### src/rtl/hsvtco_pkg.sv
// shared types, register indexes, reset values and the bounds check for the hsv threshold and cross opening block
`timescale 1ns / 1ps

package hsvtco_pkg;

   localparam int CHAN_WIDTH      = 8;
   localparam int CSR_INDEX_WIDTH = 3;
   localparam int ROW_OUT_WIDTH   = 8;
   localparam int COL_OUT_WIDTH   = 7;

   typedef enum logic [CSR_INDEX_WIDTH-1:0] {
      REG_HUE_LOW  = 3'd0,
      REG_SAT_LOW  = 3'd1,
      REG_VAL_LOW  = 3'd2,
      REG_HUE_HIGH = 3'd3,
      REG_SAT_HIGH = 3'd4,
      REG_VAL_HIGH = 3'd5
   } csr_index_type;

   localparam logic [CHAN_WIDTH-1:0] HUE_LOW_RESET  = 8'd59;
   localparam logic [CHAN_WIDTH-1:0] SAT_LOW_RESET  = 8'd23;
   localparam logic [CHAN_WIDTH-1:0] VAL_LOW_RESET  = 8'd64;
   localparam logic [CHAN_WIDTH-1:0] HUE_HIGH_RESET = 8'd180;
   localparam logic [CHAN_WIDTH-1:0] SAT_HIGH_RESET = 8'd255;
   localparam logic [CHAN_WIDTH-1:0] VAL_HIGH_RESET = 8'd255;

   typedef struct packed {
      logic [CHAN_WIDTH-1:0] hue_low;
      logic [CHAN_WIDTH-1:0] sat_low;
      logic [CHAN_WIDTH-1:0] val_low;
      logic [CHAN_WIDTH-1:0] hue_high;
      logic [CHAN_WIDTH-1:0] sat_high;
      logic [CHAN_WIDTH-1:0] val_high;
   } bounds_type;

   typedef struct packed {
      logic                     mask_bit;
      logic [ROW_OUT_WIDTH-1:0] out_row;
      logic [COL_OUT_WIDTH-1:0] out_col;
      logic                     frame_last;
   } result_type;

   function automatic logic in_bounds(
      input bounds_type            b,
      input logic [CHAN_WIDTH-1:0] h,
      input logic [CHAN_WIDTH-1:0] s,
      input logic [CHAN_WIDTH-1:0] v
   );
      return (h >= b.hue_low) && (h <= b.hue_high) &&
             (s >= b.sat_low) && (s <= b.sat_high) &&
             (v >= b.val_low) && (v <= b.val_high);
   endfunction

endpackage

### src/rtl/hsvtco_cfg.sv
// threshold bound registers written through the csr port
`timescale 1ns / 1ps

module hsvtco_cfg
   import hsvtco_pkg::*;
(
   input  logic                       clock,
   input  logic                       reset,
   input  logic                       csr_write,
   input  logic [CSR_INDEX_WIDTH-1:0] csr_index,
   input  logic [CHAN_WIDTH-1:0]      csr_wdata,
   output bounds_type                 bounds
);

   bounds_type bounds_ff;
   bounds_type bounds_in;

   always_comb begin
      bounds_in = bounds_ff;
      if (csr_write) begin
         case (csr_index)
            REG_HUE_LOW:  bounds_in.hue_low  = csr_wdata;
            REG_SAT_LOW:  bounds_in.sat_low  = csr_wdata;
            REG_VAL_LOW:  bounds_in.val_low  = csr_wdata;
            REG_HUE_HIGH: bounds_in.hue_high = csr_wdata;
            REG_SAT_HIGH: bounds_in.sat_high = csr_wdata;
            REG_VAL_HIGH: bounds_in.val_high = csr_wdata;
            default:      bounds_in = bounds_ff;
         endcase
      end
   end

   always_ff @(posedge clock) begin
      if (reset) begin
         bounds_ff.hue_low  <= HUE_LOW_RESET;
         bounds_ff.sat_low  <= SAT_LOW_RESET;
         bounds_ff.val_low  <= VAL_LOW_RESET;
         bounds_ff.hue_high <= HUE_HIGH_RESET;
         bounds_ff.sat_high <= SAT_HIGH_RESET;
         bounds_ff.val_high <= VAL_HIGH_RESET;
      end else begin
         bounds_ff <= bounds_in;
      end
   end

   assign bounds = bounds_ff;

endmodule

### src/rtl/hsv_threshold_cross_opening.sv
// top level: hsv threshold, cross erosion and cross dilation over a raster stream
`timescale 1ns / 1ps

// Takes one pixel item per cycle while req_stall is low, thresholds it, and
// registers the opened mask bit of the pixel 2*COLS steps earlier as the item
// is accepted, in the output register or, while that is held, the skid stage.
// Two shift lines of 2*COLS bits hold the threshold and eroded history;
// every operator taps fixed places in them. After the last pixel of a frame,
// 2*COLS drain items flush the tail; a drain inside the frame body is taken
// and dropped, a pixel in the tail counts as a drain. An output register
// with a one-entry skid stage lets the block take the next item while a
// result waits; req_stall rises only when the skid stage is full.

module hsv_threshold_cross_opening
   import hsvtco_pkg::*;
#(
   parameter int ROWS = 160,
   parameter int COLS = 120
) (
   input  logic                       clock,
   input  logic                       reset,
   input  logic                       req_valid,
   output logic                       req_stall,
   input  logic [CHAN_WIDTH-1:0]      req_hue,
   input  logic [CHAN_WIDTH-1:0]      req_saturation,
   input  logic [CHAN_WIDTH-1:0]      req_brightness,
   input  logic                       req_is_drain,
   output logic                       rsp_valid,
   input  logic                       rsp_stall,
   output logic                       rsp_mask_bit,
   output logic [ROW_OUT_WIDTH-1:0]   rsp_out_row,
   output logic [COL_OUT_WIDTH-1:0]   rsp_out_col,
   output logic                       rsp_frame_last,
   input  logic                       csr_write,
   input  logic [CSR_INDEX_WIDTH-1:0] csr_index,
   input  logic [CHAN_WIDTH-1:0]      csr_wdata
);

   localparam int RW   = $clog2(ROWS + 2);
   localparam int CW   = $clog2(COLS);
   localparam int LINE = 2 * COLS;

   localparam logic [RW-1:0] ROW_PIX  = RW'(ROWS);
   localparam logic [RW-1:0] ROW_LAST = RW'(ROWS + 1);
   localparam logic [CW-1:0] COL_LAST = CW'(COLS - 1);

   bounds_type bounds;

   hsvtco_cfg u_cfg (
      .clock     (clock),
      .reset     (reset),
      .csr_write (csr_write),
      .csr_index (csr_index),
      .csr_wdata (csr_wdata),
      .bounds    (bounds)
   );

   logic [RW-1:0]   in_row_ff, in_row_in;
   logic [CW-1:0]   in_col_ff, in_col_in;
   logic [LINE-1:0] thr_line_ff, thr_line_in;
   logic [LINE-1:0] ero_line_ff, ero_line_in;
   result_type      rsp_ff, rsp_in;
   result_type      skid_ff, skid_in;
   logic            rsp_valid_ff, rsp_valid_in;
   logic            skid_valid_ff, skid_valid_in;

   logic            accept;
   logic            body;
   logic            step;
   logic            col_first;
   logic            col_last;
   logic            thr_bit;
   logic            ero_valid;
   logic            ero_bit;
   logic            dil_bit;
   logic            res_valid;
   logic            out_take;
   logic [RW-1:0]   res_row;
   logic [RW+ROW_OUT_WIDTH-1:0] res_row_ext;
   logic [CW+COL_OUT_WIDTH-1:0] res_col_ext;
   result_type      res;

   assign req_stall = skid_valid_ff;
   assign accept    = req_valid && !skid_valid_ff;
   assign body      = in_row_ff < ROW_PIX;
   assign step      = accept && !(body && req_is_drain);
   assign col_first = in_col_ff == '0;
   assign col_last  = in_col_ff == COL_LAST;

   // threshold of the incoming pixel, zero in the frame tail
   assign thr_bit = body && in_bounds(bounds, req_hue, req_saturation, req_brightness);

   // erosion of the pixel one row back
   assign ero_valid = (in_row_ff != '0) && (in_row_ff <= ROW_PIX);
   assign ero_bit   = ero_valid && thr_line_ff[COLS-1] && thr_bit &&
                      (in_row_ff >= RW'(2)) && thr_line_ff[LINE-1] &&
                      !col_first && thr_line_ff[COLS] &&
                      !col_last && thr_line_ff[COLS-2];

   // dilation of the pixel two rows back
   assign dil_bit = ero_line_ff[COLS-1] || ero_bit ||
                    ((in_row_ff >= RW'(3)) && ero_line_ff[LINE-1]) ||
                    (!col_first && ero_line_ff[COLS]) ||
                    (!col_last && ero_line_ff[COLS-2]);

   assign res_valid   = step && (in_row_ff >= RW'(2));
   assign res_row     = in_row_ff - RW'(2);
   assign res_row_ext = {{ROW_OUT_WIDTH{1'b0}}, res_row};
   assign res_col_ext = {{COL_OUT_WIDTH{1'b0}}, in_col_ff};

   always_comb begin
      res.mask_bit   = dil_bit;
      res.out_row    = res_row_ext[ROW_OUT_WIDTH-1:0];
      res.out_col    = res_col_ext[COL_OUT_WIDTH-1:0];
      res.frame_last = (in_row_ff == ROW_LAST) && col_last;
   end

   // raster position and history lines
   always_comb begin
      in_row_in   = in_row_ff;
      in_col_in   = in_col_ff;
      thr_line_in = thr_line_ff;
      ero_line_in = ero_line_ff;
      if (step) begin
         thr_line_in = {thr_line_ff[LINE-2:0], thr_bit};
         ero_line_in = {ero_line_ff[LINE-2:0], ero_bit};
         if (col_last) begin
            in_col_in = '0;
            in_row_in = (in_row_ff == ROW_LAST) ? '0 : in_row_ff + RW'(1);
         end else begin
            in_col_in = in_col_ff + CW'(1);
         end
      end
   end

   // output register with skid stage
   always_comb begin
      rsp_in        = rsp_ff;
      skid_in       = skid_ff;
      rsp_valid_in  = rsp_valid_ff;
      skid_valid_in = skid_valid_ff;
      out_take      = rsp_valid_ff && !rsp_stall;
      if (skid_valid_ff) begin
         if (out_take) begin
            rsp_in        = skid_ff;
            skid_valid_in = 1'b0;
         end
      end else if (res_valid) begin
         if (!rsp_valid_ff || out_take) begin
            rsp_in       = res;
            rsp_valid_in = 1'b1;
         end else begin
            skid_in       = res;
            skid_valid_in = 1'b1;
         end
      end else if (out_take) begin
         rsp_valid_in = 1'b0;
      end
   end

   always_ff @(posedge clock) begin
      if (reset) begin
         in_row_ff     <= '0;
         in_col_ff     <= '0;
         rsp_valid_ff  <= 1'b0;
         skid_valid_ff <= 1'b0;
      end else begin
         in_row_ff     <= in_row_in;
         in_col_ff     <= in_col_in;
         rsp_valid_ff  <= rsp_valid_in;
         skid_valid_ff <= skid_valid_in;
      end
   end

   always_ff @(posedge clock) begin
      thr_line_ff <= thr_line_in;
      ero_line_ff <= ero_line_in;
      rsp_ff      <= rsp_in;
      skid_ff     <= skid_in;
   end

   assign rsp_valid      = rsp_valid_ff;
   assign rsp_mask_bit   = rsp_ff.mask_bit;
   assign rsp_out_row    = rsp_ff.out_row;
   assign rsp_out_col    = rsp_ff.out_col;
   assign rsp_frame_last = rsp_ff.frame_last;

   a_skid_behind_out : assert property (@(posedge clock) disable iff (reset)
      skid_valid_ff |-> rsp_valid_ff)
      else $error("skid stage holds an item while the output register is empty");

   a_position_range : assert property (@(posedge clock) disable iff (reset)
      (in_col_ff <= COL_LAST) && (in_row_ff <= ROW_LAST))
      else $error("raster position outside the frame step range");

   a_frame_wrap : assert property (@(posedge clock) disable iff (reset)
      (step && col_last && (in_row_ff == ROW_LAST)) |=> ((in_row_ff == '0) && (in_col_ff == '0)))
      else $error("position did not return to the frame start after the last tail step");

   a_no_result_on_ignored : assert property (@(posedge clock) disable iff (reset)
      (!step && !skid_valid_ff && !rsp_valid_ff) |=> !rsp_valid_ff)
      else $error("result appeared without a counted step");

endmodule

### config.mk
export PLATFORM = sky130hd
export DESIGN_NAME = hsv_threshold_cross_opening
export DESIGN_NICKNAME = d
export VERILOG_FILES = /design/src/rtl/hsvtco_pkg.sv /design/src/rtl/hsvtco_cfg.sv /design/src/rtl/hsv_threshold_cross_opening.sv
export SDC_FILE = /design/constraint.sdc
export NUM_CORES = 1
export LEC_CHECK = 0
export BUFFER_PORTS_ARGS = -buffer_cell sky130_fd_sc_hd__buf_4
export CELL_PAD_IN_SITES_DETAIL_PLACEMENT = 1
export CELL_PAD_IN_SITES_GLOBAL_PLACEMENT = 1
export CORE_MARGIN = 2
export CORE_UTILIZATION = 30
export CTS_CLUSTER_DIAMETER = 80
export DETAILED_ROUTE_END_ITERATION = 7
export PLACE_DENSITY = 0.55
export SLEW_MARGIN = 20
export SYNTH_ARGS = -nofsm -noshare
export SYNTH_HDL_FRONTEND = slang
export SYNTH_SLANG_ARGS = --single-unit
### constraint.sdc
create_clock -name clock -period 17.53 [get_ports clock]
set_input_delay 1.753 -clock clock [delete_from_list [all_inputs] [get_ports clock]]
set_output_delay 1.753 -clock clock [all_outputs]
set_load 0.02 [all_outputs]
== Yosys cells after proc, flatten, opt, wreduce, memory -nomap -nowiden ==
Index checks and enable logic that the tools add are counted.

* Bits in registers: 579
* Latch bits: 0
* Memory bits (writable): 0
* ROM bits: 0
* Bits of input ports: 41
* Word-level logic and storage cells: 108
* Memories: 0

* $add $sub $neg: 3
* $mul: 0
* Div/mod/pow operators: 0
* $lt $le $gt $ge: 10
* Equality and inequality tests: 9
* Shift-type cells: 0
* Mux-type cells: 13
* Bitwise operators: 2
* Reduce and logical (&&, ||, !) cells: 51

{| class="wikitable"
|+ Operators by type and width
! operator !! count
|-
| two-way mux 17 bit || 4
|-
| >= comparator 8 bit || 3
|-
| <= comparator 8 bit || 3
|-
| logical AND 1 bit || 24
|-
| >= comparator 8 x 2 -> 1 bit (second input constant) || 2
|-
| AND reduction 2 bit || 7
|-
| AND reduction 3 bit || 3
|-
| adder 8 x 1 -> 8 bit (second input constant) || 1
|-
| equality test 8 bit (second input constant) || 1
|-
| <= comparator 8 bit (second input constant) || 1
|-
| < comparator 8 bit (second input constant) || 1
|-
| two-way mux 8 bit || 1
|-
| nonzero test 8 bit || 1
|-
| subtractor 8 x 2 -> 8 bit (second input constant) || 1
|-
| adder 7 x 1 -> 7 bit (second input constant) || 1
|-
| equality test 7 bit (second input constant) || 1
|-
| logical NOT 7 bit || 1
|-
| two-way mux 1 bit || 7
|-
| two-way mux 7 bit || 1
|-
| equality test 3 x 2 -> 1 bit (second input constant) || 2
|-
| equality test 3 bit (second input constant) || 2
|-
| logical NOT 1 bit || 6
|-
| nonzero test 2 bit || 3
|-
| logical OR 1 bit || 5
|-
| other kinds (4) || 6
|}

== Logic depth before layout (Yosys ltp) ==
* Word-level depth: 21
* Depth in mapped cells: 8
* Mapped depth without buffers: 8

== Hierarchy ==
A second synthesis with hierarchy kept.

* Cell total of the unflattened synthesis: 1015
* Area total of the unflattened synthesis: 19762.7 um^2

{| class="wikitable"
|+ Modules (own cells, without submodules)
! module !! times used !! cells each !! area each (um^2) !! seq. area each (um^2)
|-
| hsv_threshold_cross_opening || 1 || 835 || 17879.6 || 15775.1
|-
| hsvtco_cfg || 1 || 180 || 1883.1 || 960.9
|}

== Least setup slack after synthesis ==
No wires, ideal clock.

* Path type: input port to flip-flop
* From: input req_is_drain
* To: register in_col_ff[6]
* Setup time: 0.070 ns
* Data arrival time: 17.674 ns
* Required time: 17.460 ns
* Setup slack: -0.213 ns
* Stages on the path: 4
* Buffers on the path: 0
* Cells stage by stage: a21oi_2 > nand4_1 > or3_1 > a21oi_1

* Longest elaborated chain between the ends: 3

{| class="wikitable"
|+ RTL lines
! what !! RTL line !! text
|-
| start, declared || hsv_threshold_cross_opening.sv:27 || <nowiki>input logic req_is_drain,</nowiki>
|-
| logical AND 1 bit || hsv_threshold_cross_opening.sv:86 || <nowiki>assign step = accept && !(body && req_is_drain);</nowiki>
|-
| logical NOT 1 bit || hsv_threshold_cross_opening.sv:86 ||
|-
| logical AND 1 bit || hsv_threshold_cross_opening.sv:86 ||
|-
| end signal, assigned || hsv_threshold_cross_opening.sv:169 || <nowiki>in_col_ff <= in_col_in;</nowiki>
|-
| end, declared || hsv_threshold_cross_opening.sv:59 || <nowiki>logic [CW-1:0] in_col_ff, in_col_in;</nowiki>
|}

No other way between the ends.
A chain may end at the register's enable or synchronous reset.

== Worst setup path in the final report ==
* From: input req_valid
* To: register rsp_ff (netlist bit rsp_out_col[5]), enable pin

* Longest elaborated chain between the ends: 5

{| class="wikitable"
|+ RTL lines
! what !! RTL line !! text
|-
| start, declared || hsv_threshold_cross_opening.sv:22 || <nowiki>input logic req_valid,</nowiki>
|-
| logical AND 1 bit || hsv_threshold_cross_opening.sv:84 || <nowiki>assign accept = req_valid && !skid_valid_ff;</nowiki>
|-
| logical AND 1 bit || hsv_threshold_cross_opening.sv:86 ||
|-
| net step || hsv_threshold_cross_opening.sv:69 || <nowiki>logic step;</nowiki>
|-
| logical AND 1 bit || hsv_threshold_cross_opening.sv:106 || <nowiki>assign res_valid = step && (in_row_ff >= RW'(2));</nowiki>
|-
| nonzero test 2 bit (no source line) || -- ||
|-
| AND reduction 3 bit (no source line) || -- ||
|-
| end signal, assigned || hsv_threshold_cross_opening.sv:178 || <nowiki>rsp_ff <= rsp_in;</nowiki>
|-
| end, declared || hsv_threshold_cross_opening.sv:62 || <nowiki>result_type rsp_ff, rsp_in;</nowiki>
|}

The timed path passes the listed nets, and every way through them passes these cells.

==> results summary <==
Across the routed clock network, the largest skew measured is approximately 21 ps. Along the worst path, the maximum fanout reaches between 150 and 200. Following the worst setup path forward leads to its endpoint at rsp_out_col[5].

Across the run, the number of max-cap violations was 0. At the end of routability-driven placement, the weighted congestion stood at 0.737. The layout net count is approximately 1200. The TritonCTS clock tree is done. The area enclosed by the die boundary came out at roughly 67000 sq um. In the final timing run, aggregate negative setup slack is 0 ps. The total grt overflow came out at 0. For the worst setup path, the data required time is about 18000 ps.

The count of unique library cells instantiated by Yosys came out at 49. The largest net degree at the start of global routing is 216. The first element of the critical path is req_valid.

The chip height came out at between 200 and 300 microns. The number of global-route vias before repair is roughly 9000. The number of setup buffers added after CTS came out at 0.

The initial standard-cell utilization of the core is a little under a third. The number of iterations in the first detailed-routing pass came out at 4. The proportion of synthesized chip area in sequential cells is 85.3%. The clock-pin transition on the worst setup and hold timing paths came out at 60 ps. The arrival time reported for the critical path endpoint came out at between 4000 and 5000 ps.

The count of antenna-violating nets left after detailed routing came out at 0. Combinational cells account for under 10% of the total power. The number of cells in the design after placement came out at approximately 2000. For this design the total switching power over the nets is roughly 0.59 mW. The power per cell area is between 100 and 150 nW/um^2. The first routing iteration left 716 violations. For this design, the slowest cell found on the critical path is sky130_fd_sc_hd__a21oi_2. The static leakage power is around 8.0 nW. Leaving out fill and tap cells, the most frequent cell in the layout is sky130_fd_sc_hd__edfxtp_1. Of the total power, the share spent switching nets is 20.0%. The classification of the worst-slack hold path is flop to flop. For this run, design rule violations remaining after detail routing come to 0. The number of buffers added to fix hold violations after cts is 0. The number of standard-cell rows in the floorplan is between 90 and 100. The layout-stage area growth over the synthesis result came out at 18.5%. The total number of vias came out at ~9000. The worst path in the final design needs a cycle of a little under 4000 ps, including I/O delays and setup.

Buffers inserted during clock tree synthesis total 60. The maximum operating frequency came out at 256 MHz. Counting along the longest clock path gives a buffer depth of 3. The total length of routed wires came out at approximately 33000 microns. Traced cell by cell, the critical path runs through buf_4 -> nand2b_1 -> a21oi_4 -> buf_12 -> a21boi_0 -> a21oi_1 -> a21oi_2. The detailed-placement wirelength estimate is around 19000 microns. The filler cell count came out at 6421. The synthesized net count is 1140. The critical path's largest stage delay is around 740 ps.

STA classifies the critical path endpoint as a flop. The total routing usage reported by global routing came out at 9.97%. The Yosys warning count is 0. A synthesized cell averages about 19 sq um.

The worst reg-to-reg setup slack came out at around 14000 ps. After floorplanning, the core was sized to cover about 65000 sq um. The initial antenna violation count is 0. The remaining max-slew budget at the tightest pin is about 32%.

Post-CTS repair changed the size of 0 cells. The first-pass GRT wire length came out at 52400 microns. The die width is approximately 260 microns. The cell count after synthesis came out at between 1000 and 1500. The number of inserted diodes is 0. The maximum vdd ir drop came out at approximately 75 uV. The per-cell via count in the routed design is 4.27. The top cell types in the final layout, fill and taps aside, are 514 x sky130_fd_sc_hd__edfxtp_1, 102 x sky130_fd_sc_hd__nand2_1, 65 x sky130_fd_sc_hd__dfxtp_1, 61 x sky130_fd_sc_hd__clkbuf_16, 61 x sky130_fd_sc_hd__buf_4. Setup violations remaining at the end of the flow were counted as 0. The library cell used as clock root buffer is sky130_fd_sc_hd__clkbuf_16. The number of endpoints with negative hold slack in the final report is 0. Summing every instance area after synthesis gives slightly below 20000 sq um. Cells with a size suffix above 1 make up roughly 15% of the layout. The final critical path takes up roughly 22% of the cycle. The internal power component came out at around 2.4 mW. The I/O pin count came out at 60. The share of power burned in registers is 52.8%. The routed length per placed instance came out at between 15 and 20 microns. The clock share of power is 44.9%. In this run the critical register-to-register path is launched from in_row_ff[5]. The worst setup path is launched from an input port.

The depth of the worst register-to-register path came out at 6. The worst register-to-register path ends at rsp_out_col[5]. The clock latency at the later pin of the worst-skew pair came out at around 600 ps. The total clock sinks came out at around 580. The number of max-slew violations in the final report came out at 0. The type of the worst setup path is input port to flop.

Setup repair after global routing left no endpoint under its margin. The synthesized design contains 579 register bits. The transition time at the pin with the least slew margin is 1010 ps. The number of H-tree levels is 2. The completed layout was analyzed and its total power is between 2 and 3 mW.

The port buffer count came out at 59. The flow ran to the end, and the final reports show no timing, DRC or antenna violations. After the flow finishes, the layout carries non-filler instances totaling between 2000 and 2500.
## cell families (layout without fill, tap and decap cells)
family	count (synthesis)	count (layout)	synth area share [%]
AOI/OAI and AO/OA	94	94	3.00
adders and majority gates	56	56	3.57
and+or+nand+nor	217	217	5.42
muxes	11	11	0.631
buffers and inverters	71	231	1.42
xor gates and xnor gates	15	15	0.670
DFF	579	579	85.3
## worst max-delay path, delay by kind of cell
| family | cells | cell delay (ps) |
|---|---|---|
| buffers and inverters | 2 | 730 |
| AND/OR/NAND/NOR | 1 | 140 |
| AO/OA/AOI/OAI | 4 | 1480 |
## power groups by stage
stage / clock network, mW / logic (mW) / registers [mW]
finish: 1.33 / 0.0674 / 1.57
global route: 1.43 / 0.0769 / 1.57
CTS: 1.38 / 0.0687 / 1.57
detailed placement: 0 / 0.0690 / 1.60
global placement: 0 / 0.0657 / 1.59
floorplan: 0 / 0.0398 / 1.60
## stage by stage
step                util, %  instance area, sq um  worst slack [ps]  hold WS, ps
CTS                    36.0                 23200             13510          402
detailed placement     32.7                 21100             12830          405
finish                 36.0                 23200             13630          405
floorplan                 -                 19600              5850          400
global route           36.0                 23200             13220          404
global placement       32.7                 21100             12940          402
## metal layers
layer / wire length (microns) / global-route usage (%) / vias to the layer above / part of all wire (%)
met5: 0 / 0 / - / 0
met3: 1380 / 2.24 / 67 / 4.2
li1: - / - / 4148 / -
met1: 16500 / 14.7 / 4432 / 50
met4: 893 / 3.72 / 0 / 2.7
met2: 14000 / 14.3 / 132 / 43
## synth_stat cells, drive strengths merged
cell	number	area [sq um]
xor2	12	105
nand2b	5	31.3
xnor2	3	26.3
o21ai	17	88.8
nand4b	1	8.76
or3	2	12.5
o221ai	1	8.76
a211o	10	87.6
a31oi	3	18.8
buf	3	23.8
a21o	2	15.0
edfxtp	514	15400
a21boi	1	7.51
a2111oi	2	36.3
nand4	16	100
nand3	7	35.0
a221oi	1	8.76
nor2b	8	50.1
and3	4	30.0
and4	1	8.76
inv	54	203
mux2	11	124
nor4	2	12.5
and3b	1	8.76
a211oi	1	7.51
nor3	6	30.0
o31ai	1	7.51
o22ai	2	12.5
o311a	1	10.0
clkbuf	14	52.6
nor4b	1	15.0
or4	1	7.51
o211ai	5	37.5
ha	56	701
nand2	102	383
nand3b	24	180
or2	4	25.0
nor2	30	113
o21a	1	7.51
a21oi	46	234
dfxtp	65	1300
and2	2	12.5
## final cells by class
type,count,area (sq um),area share (%)
clock inverter,47,547,2.35
timing repair buffer,64,526,2.26
sequential,579,16700,72.0
multi-input combinational,393,2620,11.3
inverter,54,203,0.872
tap,855,1070,4.60
clock buffer,66,1550,6.65
## worst min-delay path by stage
| stage | startpoint | endpoint | slack, ps | cells past startpoint |
|---|---|---|---|---|
| floorplan | ero_line_ff[99] | ero_line_ff[100] | 400 | 0 |
| global placement | thr_line_ff[32] | thr_line_ff[33] | 400 | 0 |
| detailed placement | ero_line_ff[17] | ero_line_ff[18] | 410 | 0 |
| CTS | thr_line_ff[31] | thr_line_ff[32] | 400 | 0 |
| global route | thr_line_ff[31] | thr_line_ff[32] | 400 | 0 |
| finish | thr_line_ff[103] | thr_line_ff[104] | 410 | 0 |
## state kept, by name, indices dropped and copies added (netlist names)
register,cells
u_cfg.bounds,48
in_row_ff,8
rsp_out_row,8
req_stall,1
rsp_mask_bit,1
skid_ff,17
ero_line_ff,240
rsp_out_col,7
thr_line_ff,240
rsp_frame_last,1
rsp_valid,1
in_col_ff,7
Power figures use the tool's default switching activity.
